===== config.mk =====
export PLATFORM = sky130hd
export DESIGN_NAME = sorted_key_list_engine
export DESIGN_NICKNAME = d
export VERILOG_FILES = /design/src/hdl/skl_pkg.sv /design/src/hdl/skl_mem.sv /design/src/hdl/sorted_key_list_engine.sv
export SDC_FILE = /design/constraint.sdc
export NUM_CORES = 2
export LEC_CHECK = 0
export BUFFER_PORTS_ARGS = -buffer_cell sky130_fd_sc_hd__buf_2
export CORE_MARGIN = 2
export CORE_UTILIZATION = 55
export DETAILED_ROUTE_END_ITERATION = 10
export HOLD_SLACK_MARGIN = 0.02
export PLACE_DENSITY = 0.74
export SLEW_MARGIN = 20
export SYNTH_ARGS = -nofsm -noshare
export SYNTH_HDL_FRONTEND = slang
export SYNTH_HIERARCHICAL = 1
export SYNTH_SLANG_ARGS = --single-unit

===== constraint.sdc =====
create_clock -name clk_i -period 5.7 [get_ports clk_i]
set_input_delay 1.14 -clock clk_i [delete_from_list [all_inputs] [get_ports clk_i]]
set_output_delay 1.14 -clock clk_i [all_outputs]
set_load 0.02 [all_outputs]

===== src/hdl/skl_pkg.sv =====
package skl_pkg;

  localparam int unsigned KEY_W    = 32;
  localparam int unsigned HND_W    = 8;
  localparam int unsigned REQ_W    = 3;
  localparam int unsigned STATUS_W = 2;
  localparam int unsigned COUNT_W  = 7;

  // Request codes.
  localparam logic [REQ_W-1:0] REQ_INSERT   = 3'd0;
  localparam logic [REQ_W-1:0] REQ_FIND     = 3'd1;
  localparam logic [REQ_W-1:0] REQ_DELETE   = 3'd2;
  localparam logic [REQ_W-1:0] REQ_POP      = 3'd3;
  localparam logic [REQ_W-1:0] REQ_NOT_LESS = 3'd4;

  // Result status codes.
  localparam logic [STATUS_W-1:0] ST_OK   = 2'd0;
  localparam logic [STATUS_W-1:0] ST_NONE = 2'd1;
  localparam logic [STATUS_W-1:0] ST_FULL = 2'd2;

  typedef struct packed {
    logic [REQ_W-1:0] req_type;
    logic [KEY_W-1:0] key;
    logic [HND_W-1:0] handle;
  } skl_in_t;

  typedef struct packed {
    logic [STATUS_W-1:0] status;
    logic [HND_W-1:0]    found_handle;
    logic [KEY_W-1:0]    found_key;
    logic [COUNT_W-1:0]  entry_count;
  } skl_out_t;

  typedef enum logic [3:0] {
    S_IDLE = 4'b0001,
    S_SCAN = 4'b0010,
    S_WNEW = 4'b0100,
    S_FIN  = 4'b1000
  } skl_state_e;

endpackage


===== src/hdl/skl_mem.sv =====
module skl_mem #(
  parameter int unsigned DEPTH = 64,
  parameter int unsigned WIDTH = 40
) (
  input  logic                     clk_i,
  input  logic                     we_i,
  input  logic [$clog2(DEPTH)-1:0] waddr_i,
  input  logic [WIDTH-1:0]         wdata_i,
  input  logic                     re_i,
  input  logic [$clog2(DEPTH)-1:0] raddr_i,
  output logic [WIDTH-1:0]         rdata_o
);

  logic [WIDTH-1:0] mem_q [DEPTH];
  logic [WIDTH-1:0] rdata_q;

  always_ff @(posedge clk_i) begin
    if (we_i) begin
      mem_q[waddr_i] <= wdata_i;
    end
  end

  always_ff @(posedge clk_i) begin
    if (re_i) begin
      rdata_q <= mem_q[raddr_i];
    end
  end

  assign rdata_o = rdata_q;

endmodule


===== src/hdl/sorted_key_list_engine.sv =====
// Find, delete, pop and find-not-less walk the entries from the head, and insert walks
// from the tail or writes straight into an empty list. Full, empty and unused requests
// skip the walk. A finished request waits in S_FIN until the result register is free.
// One request is in work at a time; the next transfer is taken once the result is
// registered. The single read port walks the entries, one per cycle.
// Reset (rst_ni, asynchronous, active low) empties the list; the memory is not cleared.
module sorted_key_list_engine #(
  parameter int unsigned CAPACITY    = 64,
  parameter int unsigned HANDLE_BITS = 8
) (
  input  logic              clk_i,
  input  logic              rst_ni,
  input  logic              in_valid_i,
  output logic              in_ready_o,
  input  skl_pkg::skl_in_t  in_data_i,
  output logic              out_valid_o,
  input  logic              out_ready_i,
  output skl_pkg::skl_out_t out_data_o
);

  import skl_pkg::*;

  localparam int unsigned AW = $clog2(CAPACITY);
  localparam int unsigned CW = $clog2(CAPACITY + 1);
  localparam int unsigned EW = KEY_W + HANDLE_BITS;

  skl_state_e state_q, state_d;

  logic [CW-1:0] cnt_q, cnt_d;
  logic [AW-1:0] rd_idx_q, rd_idx_d;
  logic [AW-1:0] p_idx_q, p_idx_d;
  logic [AW-1:0] wpos_q, wpos_d;
  logic          issue_q, issue_d;
  logic          p_vld_q, p_vld_d;
  logic          hit_q, hit_d;
  logic          out_valid_q, out_valid_d;

  logic [REQ_W-1:0]       req_q, req_d;
  logic [KEY_W-1:0]       key_q, key_d;
  logic [HANDLE_BITS-1:0] hnd_q, hnd_d;
  logic [STATUS_W-1:0]    res_status_q, res_status_d;
  logic [KEY_W-1:0]       res_key_q, res_key_d;
  logic [HANDLE_BITS-1:0] res_hnd_q, res_hnd_d;
  skl_out_t               out_q, out_d;

  logic                   mem_we, mem_re;
  logic [AW-1:0]          mem_waddr;
  logic [EW-1:0]          mem_wdata, mem_rdata;
  logic [KEY_W-1:0]       rd_key;
  logic [HANDLE_BITS-1:0] rd_hnd;
  logic [HANDLE_BITS-1:0] in_hnd;
  logic [HND_W-1:0]       res_hnd_ext;
  logic [COUNT_W-1:0]     cnt_ext;
  logic [AW-1:0]          cnt_last;
  logic                   is_last;
  logic                   key_eq;
  logic                   out_free;

  if (HANDLE_BITS <= HND_W) begin : g_hnd_narrow
    assign in_hnd      = in_data_i.handle[HANDLE_BITS-1:0];
    assign res_hnd_ext = HND_W'(res_hnd_q);
  end else begin : g_hnd_wide
    assign in_hnd      = HANDLE_BITS'(in_data_i.handle);
    assign res_hnd_ext = res_hnd_q[HND_W-1:0];
  end

  if (CW >= COUNT_W) begin : g_cnt_trunc
    assign cnt_ext = cnt_q[COUNT_W-1:0];
  end else begin : g_cnt_ext
    assign cnt_ext = COUNT_W'(cnt_q);
  end

  skl_mem #(
    .DEPTH (CAPACITY),
    .WIDTH (EW)
  ) u_mem (
    .clk_i   (clk_i),
    .we_i    (mem_we),
    .waddr_i (mem_waddr),
    .wdata_i (mem_wdata),
    .re_i    (mem_re),
    .raddr_i (rd_idx_q),
    .rdata_o (mem_rdata)
  );

  assign rd_key   = mem_rdata[EW-1:HANDLE_BITS];
  assign rd_hnd   = mem_rdata[HANDLE_BITS-1:0];
  assign cnt_last = AW'(cnt_q - CW'(1));
  assign is_last  = (p_idx_q == cnt_last);
  assign key_eq   = (rd_key == key_q);
  assign out_free = !out_valid_q || out_ready_i;

  // Reads run ahead of the write of the entry being moved by at least two places, so a
  // read and a write never touch the same entry in one cycle and no forwarding is needed.
  always_comb begin
    state_d      = state_q;
    cnt_d        = cnt_q;
    rd_idx_d     = rd_idx_q;
    issue_d      = issue_q;
    hit_d        = hit_q;
    wpos_d       = wpos_q;
    req_d        = req_q;
    key_d        = key_q;
    hnd_d        = hnd_q;
    res_status_d = res_status_q;
    res_key_d    = res_key_q;
    res_hnd_d    = res_hnd_q;
    out_d        = out_q;
    out_valid_d  = out_valid_q;
    mem_we       = 1'b0;
    mem_re       = 1'b0;
    mem_waddr    = '0;
    mem_wdata    = '0;

    if (out_valid_q && out_ready_i) begin
      out_valid_d = 1'b0;
    end

    case (state_q)
      S_IDLE: begin
        if (in_valid_i) begin
          req_d        = in_data_i.req_type;
          key_d        = in_data_i.key;
          hnd_d        = in_hnd;
          res_status_d = ST_NONE;
          res_key_d    = '0;
          res_hnd_d    = '0;
          hit_d        = 1'b0;
          case (in_data_i.req_type)
            REQ_INSERT: begin
              if (cnt_q == CW'(CAPACITY)) begin
                res_status_d = ST_FULL;
                state_d      = S_FIN;
              end else if (cnt_q == '0) begin
                wpos_d  = '0;
                state_d = S_WNEW;
              end else begin
                // Insert walks from the tail down, moving larger entries up one place.
                rd_idx_d = cnt_last;
                issue_d  = 1'b1;
                state_d  = S_SCAN;
              end
            end
            REQ_FIND, REQ_DELETE, REQ_POP, REQ_NOT_LESS: begin
              if (cnt_q == '0) begin
                state_d = S_FIN;
              end else begin
                rd_idx_d = '0;
                issue_d  = 1'b1;
                state_d  = S_SCAN;
              end
            end
            default: begin
              state_d = S_FIN;
            end
          endcase
        end
      end

      S_SCAN: begin
        if (issue_q) begin
          mem_re = 1'b1;
          if (req_q == REQ_INSERT) begin
            rd_idx_d = rd_idx_q - AW'(1);
            if (rd_idx_q == '0) begin
              issue_d = 1'b0;
            end
          end else begin
            rd_idx_d = rd_idx_q + AW'(1);
            if (rd_idx_q == cnt_last) begin
              issue_d = 1'b0;
            end
          end
        end

        if (p_vld_q) begin
          case (req_q)
            REQ_INSERT: begin
              if (key_q < rd_key) begin
                mem_we    = 1'b1;
                mem_waddr = p_idx_q + AW'(1);
                mem_wdata = mem_rdata;
                if (p_idx_q == '0) begin
                  wpos_d  = '0;
                  issue_d = 1'b0;
                  state_d = S_WNEW;
                end
              end else begin
                wpos_d  = p_idx_q + AW'(1);
                issue_d = 1'b0;
                state_d = S_WNEW;
              end
            end
            REQ_FIND, REQ_NOT_LESS: begin
              if ((req_q == REQ_FIND) ? key_eq : (key_q <= rd_key)) begin
                res_status_d = ST_OK;
                res_key_d    = rd_key;
                res_hnd_d    = rd_hnd;
                issue_d      = 1'b0;
                state_d      = S_FIN;
              end else if (is_last) begin
                state_d = S_FIN;
              end
            end
            REQ_DELETE, REQ_POP: begin
              // Once the victim is seen, every later entry moves down one place.
              if (hit_q) begin
                mem_we    = 1'b1;
                mem_waddr = p_idx_q - AW'(1);
                mem_wdata = mem_rdata;
              end else if ((req_q == REQ_POP) ? (p_idx_q == '0) : key_eq) begin
                hit_d        = 1'b1;
                res_status_d = ST_OK;
                res_key_d    = rd_key;
                res_hnd_d    = rd_hnd;
              end
              if (is_last) begin
                if (hit_d) begin
                  cnt_d = cnt_q - CW'(1);
                end
                state_d = S_FIN;
              end
            end
            default: begin
              state_d = S_FIN;
            end
          endcase
        end
      end

      S_WNEW: begin
        mem_we       = 1'b1;
        mem_waddr    = wpos_q;
        mem_wdata    = {key_q, hnd_q};
        cnt_d        = cnt_q + CW'(1);
        res_status_d = ST_OK;
        state_d      = S_FIN;
      end

      S_FIN: begin
        if (out_free) begin
          out_d.status       = res_status_q;
          out_d.found_handle = res_hnd_ext;
          out_d.found_key    = res_key_q;
          out_d.entry_count  = cnt_ext;
          out_valid_d        = 1'b1;
          state_d            = S_IDLE;
        end
      end

      default: begin
        state_d = S_IDLE;
      end
    endcase

    p_vld_d = mem_re && (state_d == S_SCAN);
    p_idx_d = rd_idx_q;
  end

  always_ff @(posedge clk_i or negedge rst_ni) begin
    if (!rst_ni) begin
      state_q     <= S_IDLE;
      cnt_q       <= '0;
      issue_q     <= 1'b0;
      p_vld_q     <= 1'b0;
      hit_q       <= 1'b0;
      out_valid_q <= 1'b0;
    end else begin
      state_q     <= state_d;
      cnt_q       <= cnt_d;
      issue_q     <= issue_d;
      p_vld_q     <= p_vld_d;
      hit_q       <= hit_d;
      out_valid_q <= out_valid_d;
    end
  end

  always_ff @(posedge clk_i) begin
    rd_idx_q     <= rd_idx_d;
    p_idx_q      <= p_idx_d;
    wpos_q       <= wpos_d;
    req_q        <= req_d;
    key_q        <= key_d;
    hnd_q        <= hnd_d;
    res_status_q <= res_status_d;
    res_key_q    <= res_key_d;
    res_hnd_q    <= res_hnd_d;
    out_q        <= out_d;
  end

  assign in_ready_o  = (state_q == S_IDLE);
  assign out_valid_o = out_valid_q;
  assign out_data_o  = out_q;

`ifndef ASSERT_OFF
  a_cnt_bound: assert property (@(posedge clk_i) disable iff (!rst_ni)
    cnt_q <= CW'(CAPACITY))
    else $error("entry count exceeds capacity");

  a_we_state: assert property (@(posedge clk_i) disable iff (!rst_ni)
    mem_we |-> (state_q == S_WNEW || (state_q == S_SCAN && p_vld_q)))
    else $error("memory write outside an entry move or insert");

  a_cnt_change: assert property (@(posedge clk_i) disable iff (!rst_ni)
    (cnt_q != $past(cnt_q)) |-> ($past(state_q) == S_SCAN || $past(state_q) == S_WNEW))
    else $error("entry count changed outside a list update");

  a_out_from_fin: assert property (@(posedge clk_i) disable iff (!rst_ni)
    (out_valid_q && !$past(out_valid_q)) |-> $past(state_q == S_FIN))
    else $error("result raised without a finished request");
`endif

endmodule

# After elaboration in Yosys (flattened, before gate mapping)
# Memory sizes are Yosys's and may differ from the RTL's. A register that Yosys moved wholly into a read port is not among the register bits.
# Index checks and enable logic that the tools add are counted.
[classes] n_addsub=6 magnitude_cmp=2 n_eq_ne=36 muxes=105 n_reduce_logical=24
[op_table] cell="32-bit two-way mux" count=5
[op_table] cell="40-bit case mux with 2 select lines" count=2
[op_table] cell="32-bit case mux with 2 select lines" count=2
[op_table] cell="40-bit two-way mux" count=3
[op_table] cell="6-bit two-way mux" count=17
[op_table] cell="6-bit case mux with 2 select lines" count=5
[op_table] cell="8-bit two-way mux" count=5
[op_table] cell="4-bit two-way mux" count=9
[op_table] cell="32-bit == test" count=1
[op_table] cell="32-bit less-or-equal comparator" count=1
[op_table] cell="32-bit less-than comparator" count=1
[op_table] cell="8-bit case mux with 2 select lines" count=2
[op_table] cell="1-bit two-way mux" count=31
[op_table] cell="7-bit two-way mux" count=4
[op_table] cell="3-bit inequality test, second input constant" count=7
[op_table] cell="7-bit AND reduction" count=3
[op_table] cell="2-bit inequality test, second input constant" count=8
[op_table] cell="4-bit case mux with 4 select lines" count=1
[op_table] cell="2-bit two-way mux" count=7
[op_table] cell="7-bit case mux with 2 select lines" count=1
[op_table] cell="6-bit by 1-bit adder with 6-bit output, second input constant" count=2
[op_table] cell="3-bit by 2-bit == test with 1-bit output, second input constant" count=4
[op_table] cell="6-bit == test" count=2
[op_table] cell="6-bit logical NOT" count=2
[op_table] cell="32 further kinds" count=48
[totals] ff_bits=167 mem_bits_rw=2560 inputBits=47 out_inout_bits=51 elab_cells=193 n_memories=1
[mem_list] name="u_mem.mem_q" words=64 word_bits=40 read_ports=1 rd_ports_with_merged_regs=1 wr=1 line="skl_mem.sv:14" text="logic [WIDTH-1:0] mem_q [DEPTH];"

# Depth between registers and ports, before layout
[depth] depth_word=12 ltp_mapped=16 depth_no_buf=12

# By module
# The synthesis kept the hierarchy.
[modules_own_cells] mod="skl_mem" n_inst=1 cells_per_inst=4263 area_per_inst_um2=98360.6 seq_area_each_um2=78074.9
[modules_own_cells] mod="sorted_key_list_engine" n_inst=1 cells_per_inst=642 area_per_inst_um2=8135.3 seq_area_each_um2=4880.9

# Worst setup path after synthesis
# OpenSTA, ideal clock, no wires.
[synth_timing] kind="reg2reg" start="reg key_q[30]" end="mem u_mem.mem_q[28][0], enable pin" setup_time_ps=438 t_arrival_ps=4983 t_required_ps=5262 slack_ps=280 path_stages_with_launch=14 path_buffers=2 synth_period_minus_slack_ps=5420 path_cell_list="edfxtp_1 ha_1 a21oi_1 nand2_1 a221o_1 a211o_1 nor2_2 a32oi_1 a211oi_1 clkbuf_1 or3b_2 or2_2 clkbuf_1 nor2_1"
[synth_via] word_cells_on_any_way=11 cone_classes="1 x order compare; 10 x mux"
[synth_rtl] element="start, declared" line="sorted_key_list_engine.sv:39" text="logic [KEY_W-1:0] key_q, key_d;"
[synth_rtl] element="start signal, assigned" line="sorted_key_list_engine.sv:283" text="key_q <= key_d;"
[synth_rtl] element="32-bit less-than comparator" line="sorted_key_list_engine.sv:179" text="if (key_q < rd_key) begin"
[synth_rtl] element="6-bit two-way mux" line="sorted_key_list_engine.sv:179"
[synth_rtl] element="6-bit case mux with 2 select lines" line="sorted_key_list_engine.sv:177" text="case (req_q)"
[synth_rtl] element="6-bit two-way mux" line="sorted_key_list_engine.sv:176" text="if (p_vld_q) begin"
[synth_rtl] element="6-bit case mux with 2 select lines" line="sorted_key_list_engine.sv:119" text="case (state_q)"
[synth_rtl] element="net mem_waddr[2]" line="sorted_key_list_engine.sv:47" text="logic [AW-1:0] mem_waddr;"
[synth_rtl] element="end, declared" line="skl_mem.sv:14"
# The timed path passes the listed nets, and every way through them passes these cells.

# Worst setup path in the final report
[layout_timing] start="reg u_mem.rdata_q[35], in the netlist u_mem/rdata_o[35] (read register of u_mem.mem_q)" end="mem u_mem.mem_q[27][17], enable pin"
[layout_via] word_cells_on_any_way=11 cone_classes="1 x order compare; 10 x mux"
[layout_rtl] element="start, declared" line="skl_mem.sv:15" text="logic [WIDTH-1:0] rdata_q;"
[layout_rtl] element="32-bit less-than comparator" line="sorted_key_list_engine.sv:179"
[layout_rtl] element="6-bit two-way mux" line="sorted_key_list_engine.sv:179"
[layout_rtl] element="6-bit case mux with 2 select lines" line="sorted_key_list_engine.sv:177"
[layout_rtl] element="6-bit two-way mux" line="sorted_key_list_engine.sv:176"
[layout_rtl] element="6-bit case mux with 2 select lines" line="sorted_key_list_engine.sv:119"
[layout_rtl] element="net mem_waddr[1]" line="sorted_key_list_engine.sv:47"
# The timed path passes the listed nets, and every way through them passes these cells.

==> metrics.cfg <==
[run_status]
outcome=completed

[flow_run]
drv_cap=0

[cells_and_area]
fillers=12280
design_area_sq_um=120300
drive_gt1_share_pct=27.57
fin_util_pct=62.55
area_delta_synth_final_pct=12.99
fin_nets=5328

[global_route]
grt_usage_pct=27.97
grt-ovfl-total=0
antenna_found_initial=5
first_global_vias=53250
grt_pass1_wl_um=391600
grt_start_max_net_pins=93

[die]
die_w_um=444.0
die_h_um=444.0
rows=161
start_util_pct=55.36
die_area_sq_um=197200
core_region_area_sq_um=192400
io_pins=98

[setup_path]
cp.arrival_ps=6010
cp-end-kind=register
path_max_fanout=40
criticalPathCategory=reg -> reg
r2r_cells=13
cp-start-kind=register
critPathRequiredTime_ps=6250

[placement]
dp_hpwl_um=162100
placed_area_sq_um=111700
place_congestion=0.9280
port_buffers=97

[pwr]
p_comb_share_pct=17.2
seq_power_share_pct=46.9
swShare_pct=26.84
clkPwrFrac_pct=35.9
ir_drop_uv=307.2
switchingPower_mw=13.06
power.total_mw=48.66
powerDensity_nw_per_um2=404.3
power.leakage_nw=43.56
internal-power_mw=35.60

[sta]
period_share_pct=95.89
setup_tns_ps=0
setup_violations=0
fin_skew_ps=45.88
relSlewSlack_pct=14.94
hold_ws_ps=123.5
tightest_slew_ps=1265
fin_crit_ps=5466
finalHoldViolCount=0
rsz0062_at_grt=false
slew_violations=0
timing.fmax_mhz=183.0

[yosys]
ys_ff_latch=2767
async_reset_ff_share_pct=0.5421
syn_inst=4905
yosysSeqAreaShare_pct=77.90
ys_warn_count=6
ys.flop_type=edfxtp_1
synth_edf_count=2746
yosysMostFrequentCell=edfxtp_1
syn_nets=4995
synth.distinct_cells=85
synth_largest_area_cell=edfxtp_1
synth_top_area_share_pct=77.43
ys_top_cells_by_area=edfxtp_1 (77%), mux4_2 (13%), o22ai_1 (0.99%)
synth_common_cells=edfxtp_1 (2746), mux4_2 (602), o22ai_1 (168), nor2_1 (144), nand2_1 (134)
netlist_area_sq_um=106500
avgSynthCellArea_sq_um=21.71

[drt]
dr.pass1.iters=6
viasPerCell=6.786
ant_nets=0
drtIter0Drc=8290
wl_um=274400
vias=54000
drc=0
wl_per_cell_um=34.48

[cts]
htree_levels=5
cts_tree=yes
clk_latency_ps=950
cts-buffers-inserted=282
cts_max_path_buffers=4
path_clk_slew_ps=60
post_cts_buffers=0
post_cts_resized=0
cts_root_buf=clkbuf_16
cts_hold_buffers=0
clock_sinks=2767

[min_path]
hold_path.class=in -> async

power by group through the flow:
stage               registers [mW]  logic [mW]  clock network [mW]
global placement              23.2        8.20                   0
CTS                           22.8        8.30                17.6
floorplan                     23.1        5.18                   0
detailed placement            23.2        8.24                   0
global route                  22.8        8.62                18.3
finish                        22.8        8.38                17.4
cell type report:
type / count / area, sq um / area share, %
Tap cell: 2526 / 3161 / 2.626
Antenna cell: 5 / 12.51 / 0.01040
Clock buffer: 346 / 7456 / 6.196
Clock inverter: 127 / 1094 / 0.9088
Multi-Input combinational cell: 1811 / 22510 / 18.70
Timing Repair Buffer: 327 / 2963 / 2.462
Inverter: 49 / 185.2 / 0.1539
Sequential cell: 2767 / 82960 / 68.94
worst max-delay path: stages (launching register included):
cell and delay, ps:
edfxtp_1 410, inv_1 110, ha_1 260, nand4_1 360, nor2_1 110, a221o_1 370, a211o_1 480, nor2_2 380
nand3_1 180, o21bai_1 600, nand3b_1 420, or2_2 550, nor2_4 140, buf_4 600
state kept, by name (all words and copies together) (netlist names), 7 cells and up:
name	count
key_q	32
res_hnd_ext	8
u_mem/mem_q	2560
cnt_ext	7
u_mem/rdata_o	40
hnd_q	8
res_key_q	32
out_data_o	49
cells by family (layout without fill, tap and decap cells):
| family | count (synthesis) | after routing | synth area share [%] |
|---|---|---|---|
| buffers and inverters | 327 | 849 | 1.671 |
| muxes | 696 | 696 | 13.64 |
| AOI/OAI and AO/OA | 541 | 541 | 3.639 |
| adders and majority gates | 43 | 43 | 0.5122 |
| DFF | 2767 | 2767 | 77.90 |
| xor gates and xnor gates | 34 | 34 | 0.3360 |
| and+or+nand+nor | 497 | 497 | 2.307 |
| other | 0 | 5 | 0 |
path summary, 6_finish.rpt:
| path | slack (ps) | from | end |
|---|---|---|---|
| min | 120 | rst_ni | cnt_ext[1] |
| min reg2reg | 410 | res_key_q[14] | out_data_o[21] |
| max reg2reg | 230 | u_mem/rdata_o[35] | u_mem/mem_q[27][17] |
| max in group asynchronous | 5260 | rst_ni | state_q[0] |
| min in group clk_i | 370 | in_data_i[3] | hnd_q[3] |
| max | 230 | u_mem/rdata_o[35] | u_mem/mem_q[27][17] |
cell usage in the layout, fill, tap and decap left out, drive strengths merged, types with 14 or more instances in the layout:
cell / synthesis / final
edfxtp: 2746 / 2746
mux4: 602 / 602
clkbuf: 100 / 346
buf: 177 / 327
o22ai: 168 / 168
nor2: 145 / 145
nand2: 140 / 140
clkinv: 1 / 97
mux2i: 73 / 73
o221ai: 65 / 65
a21oi: 60 / 60
inv: 48 / 54
a22o: 49 / 49
ha: 42 / 42
o21ai: 39 / 39
nor4: 39 / 39
nand3: 34 / 34
a211oi: 27 / 27
a22oi: 25 / 25
nor2b: 25 / 25
xnor2: 24 / 24
and2: 22 / 22
a221oi: 21 / 21
mux2: 21 / 21
bufinv: 0 / 19
nand2b: 16 / 16
nand4: 14 / 14
o21a: 14 / 14
a31oi: 14 / 14
dfrtp: 14 / 14
or2: 14 / 14
per-stage QoR:
stage / setup slack (ps) / cells
after floorplan: 279.7 / 4905
after global placement: 633.4 / 7480
after detailed placement: 495.3 / 7480
after CTS: 440.0 / 7953
after global routing: 135.0 / 7954
final: 234.1 / 7958
per-layer routing:
metal  up-vias  part of all wire, %  GRT usage, %
li1      21370                    -             -
met1     28230                   36         38.59
met2      3795                   47         43.12
met3       601                   12         5.875
met4         4                  5.5         13.63
met5         -               0.0098             0
(Power assumes the default switching activity.)
